File: config.mk
export PLATFORM = sky130hd
export DESIGN_NAME = k_mismatch_substring_search
export DESIGN_NICKNAME = d
export VERILOG_FILES = /design/src/rtl/kms_pkg.sv /design/src/rtl/kms_cell.sv /design/src/rtl/kms_tracker.sv /design/src/rtl/k_mismatch_substring_search.sv
export SDC_FILE = /design/constraint.sdc
export NUM_CORES = 1
export LEC_CHECK = 0
export BUFFER_PORTS_ARGS = -buffer_cell sky130_fd_sc_hd__buf_2
export CAP_MARGIN = 40
export CORE_UTILIZATION = 31
export CTS_BUF_LIST = sky130_fd_sc_hd__clkbuf_8
export DETAILED_ROUTE_END_ITERATION = 8
export PLACE_DENSITY = 0.52
export SYNTH_ARGS = -nofsm -noshare
export SYNTH_HDL_FRONTEND = slang
export SYNTH_HIERARCHICAL = 1
export SYNTH_SLANG_ARGS = --single-unit
File: constraint.sdc
create_clock -name clk -period 26 [get_ports clk]
set_clock_uncertainty 0.1 [all_clocks]
set_input_delay 2.6 -clock clk [delete_from_list [all_inputs] [get_ports clk]]
set_output_delay 2.6 -clock clk [all_outputs]
set_load 0.01 [all_outputs]
File: src/rtl/kms_pkg.sv
// shared types and constants of the k-mismatch substring search
// no dependencies; imported by every module of the block
`timescale 1ns / 1ps

package kms_pkg;

  localparam int MAX_PATTERN = 32;
  localparam int MAX_TEXT    = 65536;

  localparam int SYM_W      = 8;
  localparam int OP_W       = 2;
  localparam int POS_W      = 16;
  localparam int CNT_W      = 6;
  localparam int ALLOW_W    = 6;
  localparam int CAP_W      = ALLOW_W + 1;
  localparam int CELL_CNT_W = CAP_W;
  localparam int PAT_LEN_W  = $clog2(MAX_PATTERN + 1);
  localparam int CELL_IDX_W = (MAX_PATTERN > 1) ? $clog2(MAX_PATTERN) : 1;
  localparam int TEXT_CNT_W = $clog2(MAX_TEXT + 1);
  localparam int SPAN_W     = TEXT_CNT_W + PAT_LEN_W + POS_W;

  typedef enum logic [OP_W-1:0] {
    OP_CLEAR  = 2'd0,
    OP_APPEND = 2'd1,
    OP_TEXT   = 2'd2
  } kms_op_t;

  typedef struct packed {
    logic [OP_W-1:0]  opcode;
    logic [SYM_W-1:0] symbol;
    logic             text_last;
  } kms_cmd_t;

  typedef struct packed {
    logic             found;
    logic [POS_W-1:0] match_position;
    logic [CNT_W-1:0] mismatch_count;
  } kms_res_t;

  // one text byte or clear, handed from the cell row to the tracker
  typedef struct packed {
    logic                  valid;
    logic                  clear;
    logic                  last;
    logic                  tap;
    logic [CELL_CNT_W-1:0] cnt;
    logic [POS_W-1:0]      pos;
  } kms_event_t;

endpackage

File: src/rtl/kms_cell.sv
// one cell of the mismatch chain: a pattern byte and one window's running count
// depends on kms_pkg
`timescale 1ns / 1ps

module kms_cell import kms_pkg::*; (
  input  logic                  clk,
  input  logic                  shift,
  input  logic                  load,
  input  logic [SYM_W-1:0]      sym,
  input  logic [CELL_CNT_W-1:0] cnt_in,
  input  logic [CAP_W-1:0]      cap,
  output logic [CELL_CNT_W-1:0] upd,
  output logic [CELL_CNT_W-1:0] cnt
);

  logic [SYM_W-1:0] pat;

  // count saturates at the cap
  assign upd = ((pat != sym) && (cnt_in < cap)) ? CELL_CNT_W'(cnt_in + 1'b1) : cnt_in;

  always_ff @(posedge clk) begin
    if (load) begin
      pat <= sym;
    end
    if (shift) begin
      cnt <= upd;
    end
  end

endmodule

File: src/rtl/kms_tracker.sv
// best-window tracker and result register of the k-mismatch substring search
// depends on kms_pkg
`timescale 1ns / 1ps

module kms_tracker import kms_pkg::*; (
  input  logic               clk,
  input  logic               rst,
  input  logic [ALLOW_W-1:0] allowance,
  input  kms_event_t         ev,
  output logic               ev_ready,
  output logic               res_valid,
  input  logic               res_stall,
  output kms_res_t           res
);

  logic             have;
  logic [POS_W-1:0] best_pos;
  logic [CNT_W-1:0] best_cnt;
  logic             have_next;
  logic [POS_W-1:0] best_pos_next;
  logic [CNT_W-1:0] best_cnt_next;
  logic             take;
  logic             hit;
  logic             res_valid_next;

  assign ev_ready = !(ev.last && res_valid && res_stall);
  assign take     = ev.valid && ev_ready;

  // strictly fewer mismatches replaces, so the earliest window wins a tie
  assign hit = ev.tap
            && (ev.cnt <= CELL_CNT_W'(allowance))
            && (!have || (ev.cnt < CELL_CNT_W'(best_cnt)));

  assign have_next     = have | hit;
  assign best_pos_next = hit ? ev.pos : best_pos;
  assign best_cnt_next = hit ? ev.cnt[CNT_W-1:0] : best_cnt;

  always_comb begin
    res_valid_next = res_valid && res_stall;
    if (take && ev.last) begin
      res_valid_next = 1'b1;
    end
  end

  always_ff @(posedge clk) begin
    if (rst) begin
      have      <= 1'b0;
      best_pos  <= '0;
      best_cnt  <= '0;
      res_valid <= 1'b0;
    end else begin
      res_valid <= res_valid_next;
      if (take) begin
        if (ev.last || ev.clear) begin
          have     <= 1'b0;
          best_pos <= '0;
          best_cnt <= '0;
        end else begin
          have     <= have_next;
          best_pos <= best_pos_next;
          best_cnt <= best_cnt_next;
        end
      end
    end
  end

  always_ff @(posedge clk) begin
    if (take && ev.last) begin
      res.found          <= have_next;
      res.match_position <= best_pos_next;
      res.mismatch_count <= best_cnt_next;
    end
  end

endmodule

File: src/rtl/k_mismatch_substring_search.sv
// top level of the k-mismatch (hamming distance) substring search
// depends on kms_pkg, kms_cell and kms_tracker
`timescale 1ns / 1ps

// Loads a pattern of up to MAX_PATTERN bytes and then streams text bytes, one
// per cycle while cmd_stall is low; a new cmd can be taken in the very next
// cycle. cmd_stall rises only while a finished result sits unread on res and
// another final text byte is waiting behind it. The pattern lives in a row of
// MAX_PATTERN cells; each text byte is compared in every cell at once and the
// running window counts move one cell down the row per byte, so the window that
// started pattern_length-1 bytes ago completes in the last used cell. A second
// stage keeps the earliest window with the fewest mismatches (counts saturate
// at the allowance plus one). The byte marked last passes the event register and
// the tracker's result register before its result leaves on res. Appends are
// ignored once text has started or the pattern is full, an empty pattern matches
// at position 0, and bytes beyond MAX_TEXT extend no window. The user must write
// mismatch_allowance via cfg_we/cfg_wdata only while idle; this is not enforced.

module k_mismatch_substring_search import kms_pkg::*; (
  input  logic               clk,
  input  logic               rst,
  input  logic               cfg_we,
  input  logic [ALLOW_W-1:0] cfg_wdata,
  input  logic               cmd_valid,
  output logic               cmd_stall,
  input  kms_cmd_t           cmd,
  output logic               res_valid,
  input  logic               res_stall,
  output kms_res_t           res
);

  // configuration
  logic [ALLOW_W-1:0] allowance;
  logic [CAP_W-1:0]   cap;

  // search state
  logic [PAT_LEN_W-1:0]  pat_len;
  logic [PAT_LEN_W-1:0]  pat_len_next;
  logic [TEXT_CNT_W-1:0] text_count;
  logic [TEXT_CNT_W-1:0] text_count_next;

  // handshake and decode
  logic accept;
  logic is_text;
  logic in_range;
  logic shift;
  logic append_ok;

  // cell row
  logic [CELL_CNT_W-1:0] chain_in [MAX_PATTERN];
  logic [CELL_CNT_W-1:0] cell_upd [MAX_PATTERN];
  logic [CELL_CNT_W-1:0] cell_cnt [MAX_PATTERN];
  logic [CELL_IDX_W-1:0] tap_idx;

  // window start arithmetic
  logic [SPAN_W-1:0] span_t;
  logic [SPAN_W-1:0] span_len;
  logic [SPAN_W-1:0] span_start;

  // event register between the cell row and the tracker
  kms_event_t ev;
  kms_event_t ev_next;
  logic       ev_ready;

  assign cmd_stall = ev.valid && !ev_ready;
  assign accept    = cmd_valid && !cmd_stall;

  assign cap = CAP_W'(allowance) + CAP_W'(1);

  always_comb begin
    is_text   = 1'b0;
    append_ok = 1'b0;
    case (cmd.opcode)
      OP_TEXT:   is_text = 1'b1;
      OP_APPEND: append_ok = (text_count == '0) && (pat_len < PAT_LEN_W'(MAX_PATTERN));
      default:   ;
    endcase
  end

  // text beyond the limit opens or extends no window
  assign in_range = text_count < TEXT_CNT_W'(MAX_TEXT);
  assign shift    = accept && is_text && in_range;

  // cells: each holds one pattern byte and the count of one open window
  for (genvar k = 0; k < MAX_PATTERN; k++) begin : g_cell
    if (k == 0) begin : g_head
      assign chain_in[k] = '0;
    end else begin : g_link
      assign chain_in[k] = cell_cnt[k-1];
    end

    kms_cell u_cell (
      .clk    (clk),
      .shift  (shift),
      .load   (accept && append_ok && (pat_len == PAT_LEN_W'(k))),
      .sym    (cmd.symbol),
      .cnt_in (chain_in[k]),
      .cap    (cap),
      .upd    (cell_upd[k]),
      .cnt    (cell_cnt[k])
    );
  end

  // the window that completes with this byte sits in cell pat_len-1
  assign tap_idx = CELL_IDX_W'(pat_len - PAT_LEN_W'(1));

  // window start = text index - (pattern length - 1)
  assign span_t     = SPAN_W'(text_count);
  assign span_len   = SPAN_W'(pat_len);
  assign span_start = span_t + SPAN_W'(1) - span_len;

  always_comb begin
    ev_next       = '0;
    ev_next.valid = accept && (is_text || (cmd.opcode == OP_CLEAR));
    ev_next.clear = cmd.opcode == OP_CLEAR;
    ev_next.last  = is_text && cmd.text_last;
    if (pat_len == '0) begin
      // empty pattern: the first text byte alone makes a match at zero
      ev_next.tap = is_text && (text_count == '0);
      ev_next.cnt = '0;
      ev_next.pos = '0;
    end else begin
      ev_next.tap = is_text && in_range && ((span_t + SPAN_W'(1)) >= span_len);
      ev_next.cnt = cell_upd[tap_idx];
      ev_next.pos = span_start[POS_W-1:0];
    end
  end

  always_comb begin
    pat_len_next    = pat_len;
    text_count_next = text_count;
    if (accept) begin
      case (cmd.opcode)
        OP_CLEAR: begin
          pat_len_next    = '0;
          text_count_next = '0;
        end
        OP_APPEND: begin
          if (append_ok) begin
            pat_len_next = pat_len + PAT_LEN_W'(1);
          end
        end
        OP_TEXT: begin
          if (cmd.text_last) begin
            text_count_next = '0;
          end else if (in_range) begin
            text_count_next = text_count + TEXT_CNT_W'(1);
          end
        end
        default: ;
      endcase
    end
  end

  always_ff @(posedge clk) begin
    if (rst) begin
      allowance  <= '0;
      pat_len    <= '0;
      text_count <= '0;
      ev         <= '0;
    end else begin
      if (cfg_we) begin
        allowance <= cfg_wdata;
      end
      pat_len    <= pat_len_next;
      text_count <= text_count_next;
      // the event register moves whenever it is empty or the tracker takes it
      if (!ev.valid || ev_ready) begin
        ev <= ev_next;
      end
    end
  end

  kms_tracker u_tracker (
    .clk       (clk),
    .rst       (rst),
    .allowance (allowance),
    .ev        (ev),
    .ev_ready  (ev_ready),
    .res_valid (res_valid),
    .res_stall (res_stall),
    .res       (res)
  );

`ifndef SYNTHESIS
  // a found window never exceeds the allowance
  a_found_within: assert property (@(posedge clk) disable iff (rst)
    res_valid && res.found |-> (res.mismatch_count <= allowance))
    else $error("reported window exceeds mismatch allowance");

  // input backs up only behind an unread result
  a_stall_cause: assert property (@(posedge clk) disable iff (rst)
    cmd_stall |-> (res_valid && res_stall))
    else $error("cmd stalled without a blocked result");

  // appends after text has started leave the pattern alone
  a_append_locked: assert property (@(posedge clk) disable iff (rst)
    accept && (cmd.opcode == OP_APPEND) && (text_count != '0) |=> pat_len == $past(pat_len))
    else $error("pattern changed during a search");

  // text counter stays within its limit
  a_text_bound: assert property (@(posedge clk) disable iff (rst)
    text_count <= TEXT_CNT_W'(MAX_TEXT))
    else $error("text counter past limit");
`endif

endmodule
==> impl_metrics.env, run 1 <==
export IMPL_post_cts_setup_buffers=0
export IMPL_seqPwrFrac=0.486
export IMPL_clock_path_buffers=3
export IMPL_rsz0062_at_grt="false"
export IMPL_port_buffers=46
export IMPL_hold_depth=2
export IMPL_core_area_mm2=0.108
export IMPL_final_common_cell="edfxtp_1"
export IMPL_rrSetupSlack_ps=21220
export IMPL_crit_type="in2out"
export IMPL_start_util=0.315
export IMPL_clock_sinks=576
export IMPL_clk_latency_ps=770
export IMPL_maxCapViolCount=0
export IMPL_status="complete, no violations"
export IMPL_crit_reg2reg_launch="allowance[0]"
export IMPL_dieWidth_um=333
export IMPL_end_kind="output port"
export IMPL_r2r_end="ev[17]"
export IMPL_drc_errors=0
export IMPL_relSlewSlack=0.457
export IMPL_viasPerCell=4.87
export IMPL_cp_required_ps=23300
export IMPL_drive_gt1_frac=0.166
export IMPL_ctsHtreeMaxLevel=3
export IMPL_p_total_mw=2.12
export IMPL_clkPwrFrac=0.411
export IMPL_p_sw_mw=0.558
export IMPL_track_usage=0.155
export IMPL_gr_total_overflow=0
export IMPL_path_clk_slew_ps=60
export IMPL_num_rows=120
export IMPL_p_leak_nw=13.8
export IMPL_reg2reg_depth=15
export IMPL_setup_viol=0
export IMPL_fin_tns_setup_ps=0
export IMPL_antenna_found_initial=4
export IMPL_cts_buffers_inserted=107
export IMPL_hp_start="ev[5]"
export IMPL_final_hold_violation_count=0
export IMPL_avgSynthCellArea_um2=12.2
export IMPL_grt_max_degree=59
export IMPL_arrival_ps=3850
export IMPL_min_path_type="reg2reg"
export IMPL_chipHeight_um=333
export IMPL_clock_fmax_mhz=153
export IMPL_gp_congestion=0.803
export IMPL_slew_viol_final=0
export IMPL_powerDensity_mw_per_mm2=55.2
export IMPL_wl_mm=85.9
export IMPL_firstDrtPassIters=4
export IMPL_stdcell_area_mm2=0.0384
export IMPL_area_growth_pct=13.2
export IMPL_netlist_area_mm2=0.0339
export IMPL_wl_per_cell_um=19.3
export IMPL_synthCells=2781
export IMPL_grt_pass1_vias=21400
export IMPL_period_minus_slack_ps=6550
export IMPL_start_kind="primary input"
export IMPL_power_frac_comb=0.103
export IMPL_layout_common_cells="496 x edfxtp_1, 258 x xor2_1, 247 x ha_1"
export IMPL_worstMarginPinSlew_ps=813
export IMPL_nets=3227
export IMPL_dp_hpwl_mm=59.3
export IMPL_path_max_fanout=20
export IMPL_hold_end="ev[5]"
export IMPL_cts_hold_buf=0
export IMPL_ir_drop_uv=33.4
export IMPL_final_fill_count=10600
export IMPL_yosysWarnings=6
export IMPL_p_sw_frac=0.263
export IMPL_die_area_mm2=0.111
export IMPL_grt_pass1_wl_mm=132
export IMPL_fin_crit_sh=0.252
export IMPL_vias=21700
export IMPL_tritoncts="done"
export IMPL_post_cts_resized=0
export IMPL_io_pins=47
export IMPL_drt_iter0_drc=1438
export IMPL_root_buffer="clkbuf_8"
export IMPL_internal_power_mw=1.56
export IMPL_place_area_mm2=0.0363
export IMPL_drtAntennaViolNets=0
==> power groups by stage <==
stage	clock, mW	sequential (mW)	combinational, mW
global route	0.938	1.03	0.242
global placement	0	1.05	0.215
detailed placement	0	1.05	0.220
floorplan	0	1.05	0.143
CTS	0.899	1.03	0.221
finish	0.871	1.03	0.219
==> critical path: stages <==
cell and delay [ps]:
buf_2 110, nand3_1 110, nand2b_1 300, inv_1 480, buf_2 250
==> state kept, by name (all words and copies together) (netlist names) <==
signal	cells
u_tracker/best_pos	16
g_cell.u_cell/cnt	217
pat_len	6
ev	27
text_count	17
g_cell.u_cell/pat	256
u_tracker/best_cnt	6
u_tracker/have	1
u_tracker/res_valid	1
u_tracker/res	23
allowance	6
==> per-stage QoR <==
step	hold slack (ps)	std cells	setup slack, ps	util
3_3_place_gp	357	4238	19470	0.335
3_5_place_dp	362	4249	19440	0.337
6_report	364	4448	19450	0.356
5_1_grt	385	4448	19310	0.356
4_1_cts	368	4447	19430	0.356
2_1_floorplan	343	2805	6980	-
==> worst max-delay path by stage <==
stage	start	slack, ps	to	depth (start not counted)
6_report	res_stall	19450	cmd_stall	5
5_1_grt	res_stall	19310	cmd_stall	5
4_1_cts	res_stall	19430	cmd_stall	5
3_5_place_dp	res_stall	19440	cmd_stall	5
3_3_place_gp	res_stall	19470	cmd_stall	5
2_1_floorplan	res_stall	6980	g_cell[0].u_cell/cnt[0]	5
==> routing by layer <==
metal  up-vias  part of all wire  GRT usage
met1     10600              0.46      0.206
li1      10600                 -          -
met3       100             0.038     0.0209
met2       394              0.48      0.257
met5         -                 0          0
met4         0             0.025     0.0517
==> area by class of cell <==
type | instances | area [um^2] | area share
Multi-Input combinational cell | 1970 | 16500 | 0.431
Inverter | 217 | 815 | 0.0212
Clock inverter | 87 | 587 | 0.0153
Sequential cell | 576 | 16500 | 0.430
Timing Repair Buffer | 83 | 662 | 0.0172
Clock buffer | 111 | 1530 | 0.0398
Tap cell | 1403 | 1760 | 0.0457
Antenna cell | 1 | 2.50 | 0.0000652
(Power assumes the default switching activity.)
==> run 2, diff against run 1 <==
- clock period: 26 -> 6.8 ns (I/O delays scaled with it)
==> run 2 against run 1 <==
- worst hold slack got worse by 260 ps
- register-to-register slack got worse by 19000 ps
- worst setup slack got worse by 17000 ps
- die area did not move
- largest cell class unchanged
- highest routed layer unchanged
==> impl_metrics.env, run 2 (synthesis results as in run 1) <==
export IMPL_die_area_mm2=0.111
export IMPL_io_pins=47
export IMPL_tritoncts="done"
export IMPL_vias=21800
export IMPL_drtAntennaViolNets=0
export IMPL_worst_slack_ps=2080
export IMPL_dp_hpwl_mm=62.6
export IMPL_num_rows=120
export IMPL_path_max_fanout=32
export IMPL_setup_viol=0
export IMPL_final_common_cell="edfxtp_1"
export IMPL_chipHeight_um=333
export IMPL_hp_start="cfg_wdata[0]"
export IMPL_crit_type="reg2reg"
export IMPL_relSlewSlack=0.413
export IMPL_layout_common_cells="496 x edfxtp_1, 258 x xor2_1, 249 x inv_1"
export IMPL_powerDensity_mw_per_mm2=206
export IMPL_gp_congestion=0.846
export IMPL_place_area_mm2=0.0364
export IMPL_cp_required_ps=7290
export IMPL_slew_viol_final=0
export IMPL_wl_per_cell_um=19.9
export IMPL_dp_slack_ps=2130
export IMPL_maxCapViolCount=0
export IMPL_firstDrtPassIters=5
export IMPL_path_cells="ha_2, nand3_1, xnor2_2, buf_4, inv_1, ha_1, a21oi_1, o21ai_0, a21oi_2, nand2_2, mux2_4, mux4_2, mux4_2, mux2i_1, o21ai_0"
export IMPL_worst_path_largest_cell_delay_ps=570
export IMPL_status="complete, no violations"
export IMPL_path_buf_inv=2
export IMPL_largest_register_ffs=256
export IMPL_start_util=0.315
export IMPL_post_cts_setup_buffers=0
export IMPL_area_growth_pct=12.9
export IMPL_drc_errors=0
export IMPL_path_clk_slew_ps=60
export IMPL_grt_pass1_wl_mm=136
export IMPL_worstSetupStartpoint="allowance[0]"
export IMPL_track_usage=0.160
export IMPL_gr_total_overflow=0
export IMPL_arrival_ps=5210
export IMPL_regMostFlops="g_cell.u_cell/pat"
export IMPL_wl_mm=88.6
export IMPL_critPathSlowestCell="buf_4"
export IMPL_nets=3229
export IMPL_min_path_type="in2reg"
export IMPL_grt_pass1_vias=21900
export IMPL_port_buffers=46
export IMPL_drt_iter0_drc=1725
export IMPL_post_cts_resized=0
export IMPL_drive_gt1_frac=0.167
export IMPL_cts_hold_buf=0
export IMPL_rsz0062_at_grt="false"
export IMPL_fin_crit_sh=0.694
export IMPL_final_hold_violation_count=0
export IMPL_clock_path_buffers=3
export IMPL_root_buffer="clkbuf_8"
export IMPL_clock_fmax_mhz=212
export IMPL_crit_family="multiplexers"
export IMPL_end_kind="flip-flop"
export IMPL_cts_buffers_inserted=104
export IMPL_fin_tns_setup_ps=0
export IMPL_period_minus_slack_ps=4720
export IMPL_p_leak_nw=13.8
export IMPL_crit_reg2reg_launch="allowance[0]"
export IMPL_start_kind="flip-flop"
export IMPL_clk_latency_ps=760
export IMPL_ctsHtreeMaxLevel=3
export IMPL_worstMarginPinSlew_ps=880
export IMPL_core_area_mm2=0.108
export IMPL_stdcell_area_mm2=0.0383
export IMPL_reg_top3="g_cell.u_cell/pat: 256 flops, g_cell.u_cell/cnt: 217 flops, ev: 27 flops"
export IMPL_dieWidth_um=333
export IMPL_clock_sinks=576
export IMPL_grt_max_degree=139
export IMPL_viasPerCell=4.91
export IMPL_ir_drop_uv=116
export IMPL_antenna_found_initial=3
==> run 2: routing by layer <==
metal,global-route usage,vias to the layer above,wire length (um)
li1,-,10600,-
met2,0.262,413,41600
met3,0.0237,133,3730
met4,0.0529,0,2310
met5,0,-,0
met1,0.216,10700,41000
==> run 2: area by class of cell <==
type | instances | area, um^2
diodes | 1 | 2.50
repair buffers | 88 | 727
multi-input cells | 1970 | 16600
fillers | 10600 | 69500
flip-flops and latches | 576 | 16500
clock buffers | 112 | 1540
inverters | 217 | 815
well taps | 1403 | 1760
clock inverters | 76 | 392
==> run 2: path summary, 6_finish.rpt <==
check / endpoint / slack [ps] / depth (start not counted)
min reg2reg: ev[5] / 370 / 2
max reg2reg: ev[17] / 2080 / 15
max: ev[17] / 2080 / 15
min: allowance[0] / 100 / 3
==> run 2: tightest hold or removal path, delay by kind of cell <==
family | cells | cell delay, ps
and+or+nand+nor | 1 | 70
muxes | 1 | 50
buffers and inverters | 1 | 80
==> run 2: stage by stage <==
step            util  std cells  hold slack [ps]  total power, mW
3_5_place_dp   0.337       4254              364             4.85
2_1_floorplan      -       2805              343             4.54
6_report       0.355       4443             98.8             7.88
4_1_cts        0.355       4442             36.9             7.99
3_3_place_gp   0.336       4246              355             4.83
5_1_grt        0.355       4443             90.9             8.23
==> run 2: where the power goes <==
group | internal, mW | total (mW) | switching [mW]
Sequential | 3.89 | 3.94 | 0.0518
Clock | 1.59 | 3.11 | 1.52
Combinational | 0.322 | 0.834 | 0.511
==> run 3, diff against run 2 <==
- clock period: 6.8 -> 4.7 ns (I/O delays scaled with it)
==> run 3 against run 2 <==
- utilization up 0.67 points
- global-route usage increased by 0.28 points
- register-to-register slack got worse by 1900 ps
- count of clock-buffer cells in the layout decreased by 1
- critical path type unchanged
- highest routed layer unchanged
==> impl_metrics.env, run 3 (synthesis results as in run 1) <==
export IMPL_path_clk_slew_ps=60
export IMPL_chipHeight_um=333
export IMPL_drc_errors=0
export IMPL_core_area_mm2=0.108
export IMPL_largest_register_ffs=256
export IMPL_clock_sinks=576
export IMPL_maxCapViolCount=0
export IMPL_grt_max_degree=77
export IMPL_wl_mm=90.0
export IMPL_clock_path_buffers=3
export IMPL_period_minus_slack_ps=4480
export IMPL_wl_met2_mm=41.1
export IMPL_status="complete, no violations"
export IMPL_cp_required_ps=5200
export IMPL_rrSetupSlack_ps=220
export IMPL_worst_path_largest_cell_delay_ps=540
export IMPL_worstMarginPinSlew_ps=886
export IMPL_vias=22000
export IMPL_worst_slack_ps=222
export IMPL_final_core_utilization=0.362
export IMPL_top_layer="met4"
export IMPL_crit_family="multiplexers"
export IMPL_die_area_mm2=0.111
export IMPL_tritoncts="done"
export IMPL_instances_no_fill=4504
export IMPL_final_fill_count=10500
export IMPL_firstDrtPassIters=7
export IMPL_drt_iter0_drc=1656
export IMPL_nets=3286
export IMPL_path_buf_inv=3
export IMPL_wl_met1_mm=42.3
export IMPL_seq_area_mm2=0.0165
export IMPL_dp_slack_ps=158
export IMPL_grt_pass1_vias=21800
export IMPL_drive_gt1_frac=0.175
export IMPL_area_growth_pct=15.0
export IMPL_fin_crit_sh=0.953
export IMPL_powerDensity_mw_per_mm2=301
export IMPL_clk_latency_ps=750
export IMPL_root_buffer="clkbuf_8"
export IMPL_drtAntennaViolNets=0
export IMPL_critPathSlowestCell="mux4_2"
export IMPL_start_util=0.315
export IMPL_final_hold_violation_count=0
export IMPL_viasPerCell=4.89
export IMPL_slew_viol_final=0
export IMPL_wl_per_cell_um=20.0
export IMPL_multi_input_area_mm2=0.0166
export IMPL_final_common_cell="edfxtp_1"
export IMPL_crit_type="reg2reg"
export IMPL_cts_buffers_inserted=105
export IMPL_p_leak_nw=14.1
export IMPL_dp_hpwl_mm=63.4
export IMPL_place_inst=4282
export IMPL_wl_met3_mm=4.35
export IMPL_ir_drop_uv=205
export IMPL_setup_viol=0
export IMPL_antenna_found_initial=3
export IMPL_gp_congestion=0.845
export IMPL_start_kind="flip-flop"
export IMPL_end_kind="flip-flop"
export IMPL_io_pins=47
export IMPL_grt_pass1_wl_mm=138
export IMPL_path_max_fanout=12
export IMPL_port_buffers=46
export IMPL_dieWidth_um=333
export IMPL_reg_top3="g_cell.u_cell/pat: 256 flops, g_cell.u_cell/cnt: 217 flops, ev: 27 flops"
export IMPL_gr_total_overflow=0
export IMPL_regMostFlops="g_cell.u_cell/pat"
export IMPL_fin_tns_setup_ps=0
export IMPL_clock_fmax_mhz=223
export IMPL_path_cells="ha_4, nand3_1, xnor2_4, buf_12, buf_4, inv_1, ha_1, a21oi_1, o21ai_0, a21oi_2, nand2_2, mux2_4, mux4_2, mux4_2, mux2i_1, o21ai_0"
export IMPL_p_total_mw=11.7
export IMPL_ctsHtreeMaxLevel=3
export IMPL_track_usage=0.163
export IMPL_num_rows=120
export IMPL_rsz0062_at_grt="false"
export IMPL_relSlewSlack=0.407
export IMPL_min_path_type="in2reg"
export IMPL_arrival_ps=4980
export IMPL_layout_common_cells="496 x edfxtp_1, 258 x xor2_1, 247 x ha_1"
-- run 3: metrics by stage --
step	instance area [um^2]	hold slack [ps]
final	39000	81.1
after global routing	39000	26.1
after CTS	38900	7.23
after detailed placement	36700	363
after global placement	36700	356
after floorplan	34100	343
-- run 3: timing repair --
action                                  CTS  global route
buffers inserted                          0             6
hold buffers                             21             0
hold endpoints to repair                 31             0
endpoints found under the setup margin    0             4
resized for setup                         0             3
-- run 3: layer usage --
metal	vias up	global-route usage
li1	10700	-
met1	10700	0.225
met2	460	0.257
met3	133	0.0294
met4	0	0.0520
met5	-	0
-- run 3: path summary, 6_finish.rpt --
| path | from | cells after the start | end |
|---|---|---|---|
| worst max-delay path | allowance[1] | 16 | ev[17] |
| worst max register to register | allowance[1] | 16 | ev[17] |
| worst min-delay path | cmd[7] | 1 | g_cell[10].u_cell/pat[6] |
| worst min register to register | ev[7] | 2 | ev[7] |
-- run 3: power breakdown --
group,switching [mW],internal [mW]
registers,0.0688,5.62
logic,0.768,0.515
clock network,2.25,2.51
total,3.09,8.64
-- run 3: cell type report --
class / instances / share of cell area
Antenna cell: 3 / 0.000192
Clock buffer: 111 / 0.0391
Clock inverter: 80 / 0.0129
Inverter: 217 / 0.0209
Multi-Input combinational cell: 1970 / 0.425
Sequential cell: 576 / 0.423
Tap cell: 1403 / 0.0450
Timing Repair Buffer: 144 / 0.0338
-- run 3: worst reg2reg max path, stage by stage (launching register included) --
cell	delay [ps]
dfxtp_1	450
ha_4	210
nand3_1	180
xnor2_4	240
buf_12	200
buf_4	240
inv_1	60
ha_1	300
a21oi_1	160
o21ai_0	170
a21oi_2	300
nand2_2	120
mux2_4	330
mux4_2	500
mux4_2	540
mux2i_1	150
o21ai_0	80
